--- config.mk ---
export PLATFORM = sky130hd
export DESIGN_NAME = range_scaler_with_autorange
export DESIGN_NICKNAME = d
export VERILOG_FILES = /design/src/rtl/rsa_pkg.sv /design/src/rtl/rsa_front.sv /design/src/rtl/rsa_jobq.sv /design/src/rtl/rsa_back.sv /design/src/rtl/range_scaler_with_autorange.sv
export SDC_FILE = /design/constraint.sdc
export NUM_CORES = 2
export LEC_CHECK = 0
export ABC_CLOCK_PERIOD_IN_PS = 10500
export BUFFER_PORTS_ARGS = -buffer_cell sky130_fd_sc_hd__buf_2
export CAP_MARGIN = 10
export CORE_MARGIN = 2
export CORE_UTILIZATION = 30
export CTS_CLUSTER_DIAMETER = 50
export DETAILED_ROUTE_END_ITERATION = 10
export GPL_ROUTABILITY_DRIVEN = 1
export GPL_TIMING_DRIVEN = 0
export PLACE_DENSITY = 0.54
export REMOVE_ABC_BUFFERS = 1
export SETUP_SLACK_MARGIN = 0.1
export SLEW_MARGIN = 25
export SYNTH_ARGS = -nofsm -noshare
export SYNTH_HDL_FRONTEND = slang
export SYNTH_SLANG_ARGS = --single-unit
--- constraint.sdc ---
create_clock -name i_clk -period 10.5 [get_ports i_clk]
set_input_delay 1.05 -clock i_clk [delete_from_list [all_inputs] [get_ports i_clk]]
set_output_delay 1.05 -clock i_clk [all_outputs]
set_load 0.01 [all_outputs]
--- src/rtl/rsa_pkg.sv ---
`timescale 1ns / 1ps
// ----------------------------------------------------------------------------
// rsa_pkg: shared types and constants of the range scaler
// Register indexes, reset values, the job word passed from the front end to
// the back end, and a magnitude helper.
// ----------------------------------------------------------------------------
package rsa_pkg;

    localparam int unsigned DataW = 32;
    localparam int unsigned CfgIdxW = 3;
    // quotient bits produced by the divider; anything at or above 2^33
    // saturates after the offset add, so 34 bits are enough
    localparam int unsigned QuoW = 34;
    localparam int unsigned ProdW = 2 * DataW;
    localparam int unsigned CntW = 6;

    typedef enum logic [CfgIdxW-1:0] {
        REG_MIN_IN     = 3'd0,
        REG_MAX_IN     = 3'd1,
        REG_MIN_OUT    = 3'd2,
        REG_MAX_OUT    = 3'd3,
        REG_CLAMP_ON   = 3'd4,
        REG_AUTO_RANGE = 3'd5
    } t_cfg_reg;

    localparam logic signed [DataW-1:0] RstMinIn  = 32'sd0;
    localparam logic signed [DataW-1:0] RstMaxIn  = 32'sd65536;      // 1.0
    localparam logic signed [DataW-1:0] RstMinOut = 32'sd0;
    localparam logic signed [DataW-1:0] RstMaxOut = 32'sd8323072;    // 127.0

    // one classified sample
    typedef struct packed {
        logic                    direct;    // result is base, no divide
        logic signed [DataW-1:0] base;      // direct result or output offset
        logic        [DataW-1:0] mag_a;     // |s - working_min|
        logic        [DataW-1:0] mag_b;     // |max_out - min_out|
        logic        [DataW-1:0] mag_d;     // |working span|
        logic                    neg;       // sign of the quotient
        logic                    span_zero;
        logic                    last;
    } t_job;

    // magnitude of a 33-bit signed value; below 2^32 for 32-bit differences
    function automatic logic [DataW-1:0] mag33(input logic signed [DataW:0] v);
        logic [DataW:0] m;
        m = v[DataW] ? (-v) : v;
        return m[DataW-1:0];
    endfunction

endpackage

--- src/rtl/rsa_front.sv ---
`timescale 1ns / 1ps
// ----------------------------------------------------------------------------
// rsa_front: config registers, auto-range tracking and classification
// Each accepted word updates the working range and is turned into a job:
// either a direct result (clamp or zero span) or divide operands.
// ----------------------------------------------------------------------------
module rsa_front (
    input  logic                        i_clk,
    input  logic                        i_rst_n,
    input  logic                        i_cfg_valid,
    output logic                        o_cfg_ready,
    input  logic [rsa_pkg::CfgIdxW-1:0] i_cfg_index,
    input  logic [rsa_pkg::DataW-1:0]   i_cfg_data,
    input  logic                        i_accept,
    input  logic signed [rsa_pkg::DataW-1:0] i_sample,
    input  logic                        i_last_in,
    output rsa_pkg::t_job               o_job
);
    import rsa_pkg::*;

    logic signed [DataW-1:0] r_wmin, r_wmax, r_min_out, r_max_out;
    logic                    r_seen, r_clamp, r_auto;

    logic signed [DataW:0] s33, wmin33, wmax33, n_wmin, n_wmax;
    logic signed [DataW:0] span, a_diff, b_diff;
    logic                  hi, lo, zero;
    logic                  cfg_we;

    assign o_cfg_ready = 1'b1;
    assign cfg_we      = i_cfg_valid;

    assign s33    = {i_sample[DataW-1], i_sample};
    assign wmin33 = {r_wmin[DataW-1], r_wmin};
    assign wmax33 = {r_wmax[DataW-1], r_wmax};

    // auto-range update comes before the mapping
    always_comb begin
        n_wmax = wmax33;
        n_wmin = wmin33;
        if (r_auto && (s33 > wmax33 || !r_seen)) begin
            n_wmax = s33;
        end
        if (r_auto && (s33 < wmin33 || !r_seen)) begin
            n_wmin = s33;
        end
    end

    assign span   = n_wmax - n_wmin;
    assign zero   = (span == '0);
    assign hi     = r_clamp && (s33 > n_wmax);
    assign lo     = r_clamp && (s33 < n_wmin);
    assign a_diff = s33 - n_wmin;
    assign b_diff = {r_max_out[DataW-1], r_max_out} - {r_min_out[DataW-1], r_min_out};

    always_comb begin
        o_job.direct    = hi || lo || zero;
        o_job.base      = hi ? r_max_out : r_min_out;
        o_job.mag_a     = mag33(a_diff);
        o_job.mag_b     = mag33(b_diff);
        o_job.mag_d     = mag33(span);
        o_job.neg       = a_diff[DataW] ^ b_diff[DataW] ^ span[DataW];
        o_job.span_zero = zero;
        o_job.last      = i_last_in;
    end

    always_ff @(posedge i_clk) begin
        if (!i_rst_n) begin
            r_wmin    <= RstMinIn;
            r_wmax    <= RstMaxIn;
            r_min_out <= RstMinOut;
            r_max_out <= RstMaxOut;
            r_seen    <= 1'b0;
            r_clamp   <= 1'b1;
            r_auto    <= 1'b0;
        end else if (cfg_we) begin
            case (t_cfg_reg'(i_cfg_index))
                REG_MIN_IN:     r_wmin    <= i_cfg_data;
                REG_MAX_IN:     r_wmax    <= i_cfg_data;
                REG_MIN_OUT:    r_min_out <= i_cfg_data;
                REG_MAX_OUT:    r_max_out <= i_cfg_data;
                REG_CLAMP_ON:   r_clamp   <= i_cfg_data[0];
                REG_AUTO_RANGE: begin
                    r_auto <= i_cfg_data[0];
                    if (i_cfg_data[0]) begin
                        r_seen <= 1'b0;
                    end
                end
                default: ;
            endcase
        end else if (i_accept) begin
            r_wmin <= n_wmin[DataW-1:0];
            r_wmax <= n_wmax[DataW-1:0];
            if (r_auto) begin
                r_seen <= 1'b1;
            end
        end
    end

endmodule

--- src/rtl/rsa_jobq.sv ---
`timescale 1ns / 1ps
// ----------------------------------------------------------------------------
// rsa_jobq: two-entry job queue
// Decouples the classifier from the divider.
// ----------------------------------------------------------------------------
module rsa_jobq (
    input  logic          i_clk,
    input  logic          i_rst_n,
    input  logic          i_push,
    input  rsa_pkg::t_job i_job,
    output logic          o_full,
    input  logic          i_pop,
    output logic          o_empty,
    output rsa_pkg::t_job o_job
);
    import rsa_pkg::*;

    t_job       r_mem [2];
    logic       r_wp, r_rp;
    logic [1:0] r_cnt;
    logic       do_push, do_pop;

    assign o_full  = (r_cnt == 2'd2);
    assign o_empty = (r_cnt == 2'd0);
    assign do_push = i_push && !o_full;
    assign do_pop  = i_pop && !o_empty;
    assign o_job   = r_mem[r_rp];

    always_ff @(posedge i_clk) begin
        if (do_push) begin
            r_mem[r_wp] <= i_job;
        end
    end

    always_ff @(posedge i_clk) begin
        if (!i_rst_n) begin
            r_wp  <= 1'b0;
            r_rp  <= 1'b0;
            r_cnt <= 2'd0;
        end else begin
            if (do_push) begin
                r_wp <= !r_wp;
            end
            if (do_pop) begin
                r_rp <= !r_rp;
            end
            r_cnt <= r_cnt + 2'(do_push) - 2'(do_pop);
        end
    end

endmodule

--- src/rtl/rsa_back.sv ---
`timescale 1ns / 1ps
// ----------------------------------------------------------------------------
// rsa_back: multiply, radix-2 divide, offset and saturate
// One job at a time; the result register is the output word.
// ----------------------------------------------------------------------------
module rsa_back (
    input  logic                     i_clk,
    input  logic                     i_rst_n,
    input  logic                     i_job_empty,
    input  rsa_pkg::t_job            i_job,
    output logic                     o_job_pop,
    output logic                     o_empty,
    input  logic                     i_pop,
    output logic signed [rsa_pkg::DataW-1:0] o_scaled,
    output logic                     o_span_zero,
    output logic                     o_last_out
);
    import rsa_pkg::*;

    typedef enum logic [4:0] {
        S_IDLE = 5'b00001,
        S_MUL  = 5'b00010,
        S_CHK  = 5'b00100,
        S_DIV  = 5'b01000,
        S_FIN  = 5'b10000
    } t_state;

    localparam int unsigned SumW = QuoW + 2;

    t_state r_state, n_state;
    t_job   r_job;
    logic [ProdW-1:0] r_prod;
    logic [DataW-1:0] r_rem;
    logic [QuoW-1:0]  r_quo;     // low dividend bits, then quotient
    logic [CntW-1:0]  r_cnt;
    logic             r_valid;
    logic signed [DataW-1:0] r_scaled;
    logic             r_zero, r_last;

    logic [DataW:0]        rem_sh;
    logic                  q_bit;
    logic [DataW:0]        rem_sub;
    logic signed [SumW-1:0] base_x, quo_x, sum;
    logic signed [DataW-1:0] sat_val;
    logic                  slot_free;
    logic                  ovf;

    assign o_empty     = !r_valid;
    assign o_scaled    = r_scaled;
    assign o_span_zero = r_zero;
    assign o_last_out  = r_last;
    assign slot_free   = !r_valid || i_pop;
    assign o_job_pop   = (r_state == S_IDLE) && !i_job_empty;

    // quotient can reach 2^34 or more: forced to all ones, saturates anyway
    assign ovf = ({2'b00, r_prod[ProdW-1:QuoW]} >= r_job.mag_d);

    // one restoring step
    assign rem_sh  = {r_rem, r_quo[QuoW-1]};
    assign q_bit   = (rem_sh >= {1'b0, r_job.mag_d});
    assign rem_sub = rem_sh - {1'b0, r_job.mag_d};

    // offset add and saturation
    assign base_x = SumW'(r_job.base);
    assign quo_x  = SumW'({1'b0, r_quo});
    assign sum    = r_job.neg ? (base_x - quo_x) : (base_x + quo_x);
    always_comb begin
        if (sum > SumW'(signed'({1'b0, {(DataW-1){1'b1}}}))) begin
            sat_val = {1'b0, {(DataW-1){1'b1}}};
        end else if (sum < -SumW'(signed'({1'b0, 1'b1, {(DataW-1){1'b0}}}))) begin
            sat_val = {1'b1, {(DataW-1){1'b0}}};
        end else begin
            sat_val = sum[DataW-1:0];
        end
    end

    always_comb begin
        n_state = r_state;
        case (r_state)
            S_IDLE: begin
                if (!i_job_empty) begin
                    n_state = i_job.direct ? S_FIN : S_MUL;
                end
            end
            S_MUL:  n_state = S_CHK;
            S_CHK:  n_state = ovf ? S_FIN : S_DIV;
            S_DIV: begin
                if (r_cnt == '0) begin
                    n_state = S_FIN;
                end
            end
            S_FIN: begin
                if (slot_free) begin
                    n_state = S_IDLE;
                end
            end
            default: n_state = S_IDLE;
        endcase
    end

    always_ff @(posedge i_clk) begin
        case (r_state)
            S_IDLE: begin
                r_job <= i_job;
            end
            S_MUL: begin
                r_prod <= ProdW'(r_job.mag_a) * ProdW'(r_job.mag_b);
            end
            S_CHK: begin
                r_rem <= DataW'(r_prod[ProdW-1:QuoW]);
                r_quo <= ovf ? {QuoW{1'b1}} : r_prod[QuoW-1:0];
                r_cnt <= CntW'(QuoW - 1);
            end
            S_DIV: begin
                r_rem <= q_bit ? rem_sub[DataW-1:0] : rem_sh[DataW-1:0];
                r_quo <= {r_quo[QuoW-2:0], q_bit};
                r_cnt <= r_cnt - 1'b1;
            end
            default: ;
        endcase
        if ((r_state == S_FIN) && slot_free) begin
            r_scaled <= r_job.direct ? r_job.base : sat_val;
            r_zero   <= r_job.span_zero;
            r_last   <= r_job.last;
        end
    end

    always_ff @(posedge i_clk) begin
        if (!i_rst_n) begin
            r_state <= S_IDLE;
            r_valid <= 1'b0;
        end else begin
            r_state <= n_state;
            if ((r_state == S_FIN) && slot_free) begin
                r_valid <= 1'b1;
            end else if (i_pop) begin
                r_valid <= 1'b0;
            end
        end
    end

endmodule

--- src/rtl/range_scaler_with_autorange.sv ---
`timescale 1ns / 1ps
// ----------------------------------------------------------------------------
// range_scaler_with_autorange: linear range mapping with auto-range
// Maps signed Q16.16 samples from the working input range to the output
// range, with clamping, auto-ranging and zero-span detection.
// ----------------------------------------------------------------------------
// Flow: each word waits in the job queue; the back end then loads it, and a
//   mapped word goes through multiply, overflow check, the 34-step radix-2
//   divide (skipped on overflow) and finish, while a clamped or zero-span
//   word goes straight to finish. The back end takes one job at a time, and
//   finish waits until the output word is free.
// Reset: synchronous, active low; registers return to their defaults, the
//   job queue and the output word are emptied.
module range_scaler_with_autorange (
    input  logic                        i_clk,
    input  logic                        i_rst_n,
    // config write channel
    input  logic                        i_cfg_valid,
    output logic                        o_cfg_ready,
    input  logic [rsa_pkg::CfgIdxW-1:0] i_cfg_index,
    input  logic [rsa_pkg::DataW-1:0]   i_cfg_data,
    // input queue side
    input  logic                        push,
    output logic                        full,
    input  logic signed [rsa_pkg::DataW-1:0] i_sample,
    input  logic                        i_last_in,
    // result queue side
    output logic                        empty,
    input  logic                        pop,
    output logic signed [rsa_pkg::DataW-1:0] o_scaled,
    output logic                        o_span_zero,
    output logic                        o_last_out
);
    import rsa_pkg::*;

    t_job front_job;   // classified word, straight from the front end
    t_job q_job;       // head of the job queue
    logic in_accept;
    logic q_empty;
    logic q_pop;

    // A word is taken whenever the job queue has room; the front end updates
    // the working range in that same cycle, if no config write comes with it.
    assign in_accept = push && !full;

    rsa_front u_front (
        .i_clk       (i_clk),
        .i_rst_n     (i_rst_n),
        .i_cfg_valid (i_cfg_valid),
        .o_cfg_ready (o_cfg_ready),
        .i_cfg_index (i_cfg_index),
        .i_cfg_data  (i_cfg_data),
        .i_accept    (in_accept),
        .i_sample    (i_sample),
        .i_last_in   (i_last_in),
        .o_job       (front_job)
    );

    // Two jobs of slack: the front keeps taking words while the divider runs
    // and while a finished word waits at the output.
    rsa_jobq u_jobq (
        .i_clk   (i_clk),
        .i_rst_n (i_rst_n),
        .i_push  (push),
        .i_job   (front_job),
        .o_full  (full),
        .i_pop   (q_pop),
        .o_empty (q_empty),
        .o_job   (q_job)
    );

    // Multiply, then long division one quotient bit per cycle, then offset
    // and saturate into the output word register.
    rsa_back u_back (
        .i_clk       (i_clk),
        .i_rst_n     (i_rst_n),
        .i_job_empty (q_empty),
        .i_job       (q_job),
        .o_job_pop   (q_pop),
        .o_empty     (empty),
        .i_pop       (pop),
        .o_scaled    (o_scaled),
        .o_span_zero (o_span_zero),
        .o_last_out  (o_last_out)
    );

endmodule

==> reports/metrics.cfg <==
[grt]
busiest_layer=met2
grt_pass1_wl_mm=326
grt_remaining_overflow=0
grt_usage_pct=16.5
grt_max_degree=85
grt_pass1_vias=55700
grt_util_met3_pct=2.26
antenna_found_initial=17
grtUsageMet1_pct=22.6
use_met2_pct=26.9

[logic_synthesis]
ys_warn_count=0
synthAdderAreaFrac_pct=33.3
ys_seq_elements=708
syn_area_per_cell_um2=9.67
synthMuxAreaShare_pct=3.06
yosysSeqAreaShare_pct=26.5
synth_xor_area_share_pct=3.70
synth_top_family_by_area=adder cells
synthSimpleGateAreaFrac_pct=15.4
synthDistinctLibCells=103
ys_async_sr_fraction_pct=0
synth_compound_area_share_pct=10.4
synth_ff_type=edfxtp_1
syn_inst=7731
synth_edf_count=566
synth_area_mm2=0.0747

[worst_setup_path]
path_max_fanout=17
worstSetupPathType=reg2reg
crit_slowest_cell=edfxtp_1
cpPeakStageDelay_ps=770
cp-start-kind=register
cp_common_cell=fa_1
worstPathArrival_ps=10290
rrSetupSlack_ps=630
required_ps=10920
endpoint_kind=register

[sta]
setup-violations-final=0
worst_slew_pin_slew_ps=1050
rsz0062_at_grt=false
period_minus_slack_ps=9870
max_freq_mhz=101
fin_crit_sh_pct=94.0
max_slew_margin_pct=29.7
skew_ps=40.1
hold_violations=0
setup_tns_ps=0
slew_violations=0

[die]
initial_core_util_pct=30.1
rows=183
core_mm2=0.248
die_x_um=503
die_h_um=503
die_area_mm2=0.253
io-pin-count=110

[final_layout]
multiInputGateArea_mm2=0.0494
syn_to_final_growth_pct=12.3
drive_above_1_share_pct=8.59
nets=9253
fillCellCount=25300
final_area_mm2=0.0839
register_area_mm2=0.0198

[cts]
cts_tree=built
clock-sinks=708
postCtsHoldBufs=0
cts-root-buf=clkbuf_16
insertion_delay_ps=710
cts.path.max_buffers=3
cts-buffers-inserted=84
htree_levels=3
clk_pin_slew_ps=60

[routing]
vias_per_cell=4.86
wl_per_cell_um=18.6
drt_iter0_markers=3468
ant_nets=0
dr.pass1.iters=6
vias=54100
drc=0
wirelength_mm=207

[outcome]
status=finished clean

[job]
cap_viol_max_count=0

[placed_design]
dp_hpwl_mm=172
finalWeightedCongestion=0.884
portBuffers=108
dpl-instance-area_mm2=0.0811

[hold_path]
min_path_type=reg2reg

-- flip-flops by register name, indices dropped and copies added (netlist names), 2 cells and up, named ones only --
name	flops
u_back.base_x	32
u_back.o_scaled	32
u_back.r_cnt	6
u_back.r_job	100
u_back.r_prod	64
u_back.r_quo	34
u_back.r_rem	32
u_back.r_state	5
u_front.r_max_out	32
u_front.r_min_out	32
u_front.r_wmax	32
u_front.r_wmin	32
u_jobq.r_cnt	2
u_jobq.r_mem	264
-- per-layer routing --
metal	share of wire [%]	vias to the layer above
met1	45	27200
li1	-	25400
met2	46	1235
met5	0.028	-
met4	3.3	10
met3	4.9	286
-- path summary, 6_finish.rpt --
path / startpoint / to / depth (start not counted)
max: u_back.r_job[81]$_DFFE_PN_ / u_back.r_prod[62]$_DFFE_PP_ / 31
min reg2reg: u_back.r_job[0]$_DFFE_PN_ / u_back.o_last_out$_DFFE_PP_ / 0
min: u_back.r_job[0]$_DFFE_PN_ / u_back.o_last_out$_DFFE_PP_ / 0
max reg2reg: u_back.r_job[81]$_DFFE_PN_ / u_back.r_prod[62]$_DFFE_PP_ / 31
-- stage by stage --
| step | instances | worst slack (ps) | hold slack, ps | utilization, % |
|---|---|---|---|---|
| finish | 11100 | 630 | 426 | 33.8 |
| global route | 11100 | 223 | 435 | 33.8 |
| CTS | 11100 | 395 | 420 | 33.8 |
| detailed placement | 11000 | 383 | 406 | 32.7 |
| global placement | 10800 | -4570 | 405 | 31.4 |
| floorplan | 7367 | 1130 | 400 | - |
-- cell usage in the layout, fill, tap and decap left out, drive strengths merged, types with 81 or more instances in the layout --
cell type and count:
nand3 81, a21oi 453, edfxtp 566, nor2 407
buf 282, nand2 835, o21ai 214, and2 609
nor3 83, ha 545, dfxtp 142, xor2 95
xnor2 217, mux2 173, clkbuf 107, inv 1141
fa 900, a21o 122
-- cell usage after synthesis, types with 173 or more instances --
cell	instances	share of area, %
fa_1	900	24
nand2_1	835	4.2
ha_1	545	9.1
inv_1	1122	5.6
clkbuf_1	335	1.7
nor2_1	407	2.0
o21ai_0	206	1.4
mux2_2	173	2.6
a21oi_1	451	3.0
and2_1	607	5.1
edfxtp_1	566	23
xnor2_1	216	2.5
-- worst max-delay path, delay by kind of cell (launching register included) --
| kind | cells | cell delay (ps) |
|---|---|---|
| xor gates and xnor gates | 1 | 160 |
| AOI/OAI and AO/OA | 15 | 3570 |
| buffers and inverters | 4 | 590 |
| and+or+nand+nor | 2 | 270 |
| adders and majority gates | 9 | 4220 |
| DFF | 1 | 770 |
-- repair_timing --
item	in CTS	in global routing
buffers inserted	0	0
endpoints found under the setup margin	0	3
resized for setup	0	1
-- cell families after synthesis --
family	Yosys count
AO/OA/AOI/OAI	1221
adder cells (fa/ha/maj)	1452
XOR/XNOR	313
multiplexers	207
flip-flops	708
other	1
AND/OR/NAND/NOR	2342
buffers and inverters	1487
-- area by class of cell --
| type | count | area share (%) |
|---|---|---|
| sequential | 708 | 23.6 |
| clock buffer | 107 | 2.73 |
| clock inverter | 48 | 0.641 |
| multi-input combinational | 5536 | 58.9 |
| tap | 3330 | 4.96 |
| inverter | 1123 | 5.04 |
| timing repair buffer | 282 | 4.10 |
| antenna | 6 | 0.0179 |
Power is not shown: default switching activity piles up to over one toggle a cycle in this logic, so the estimate is an artifact.
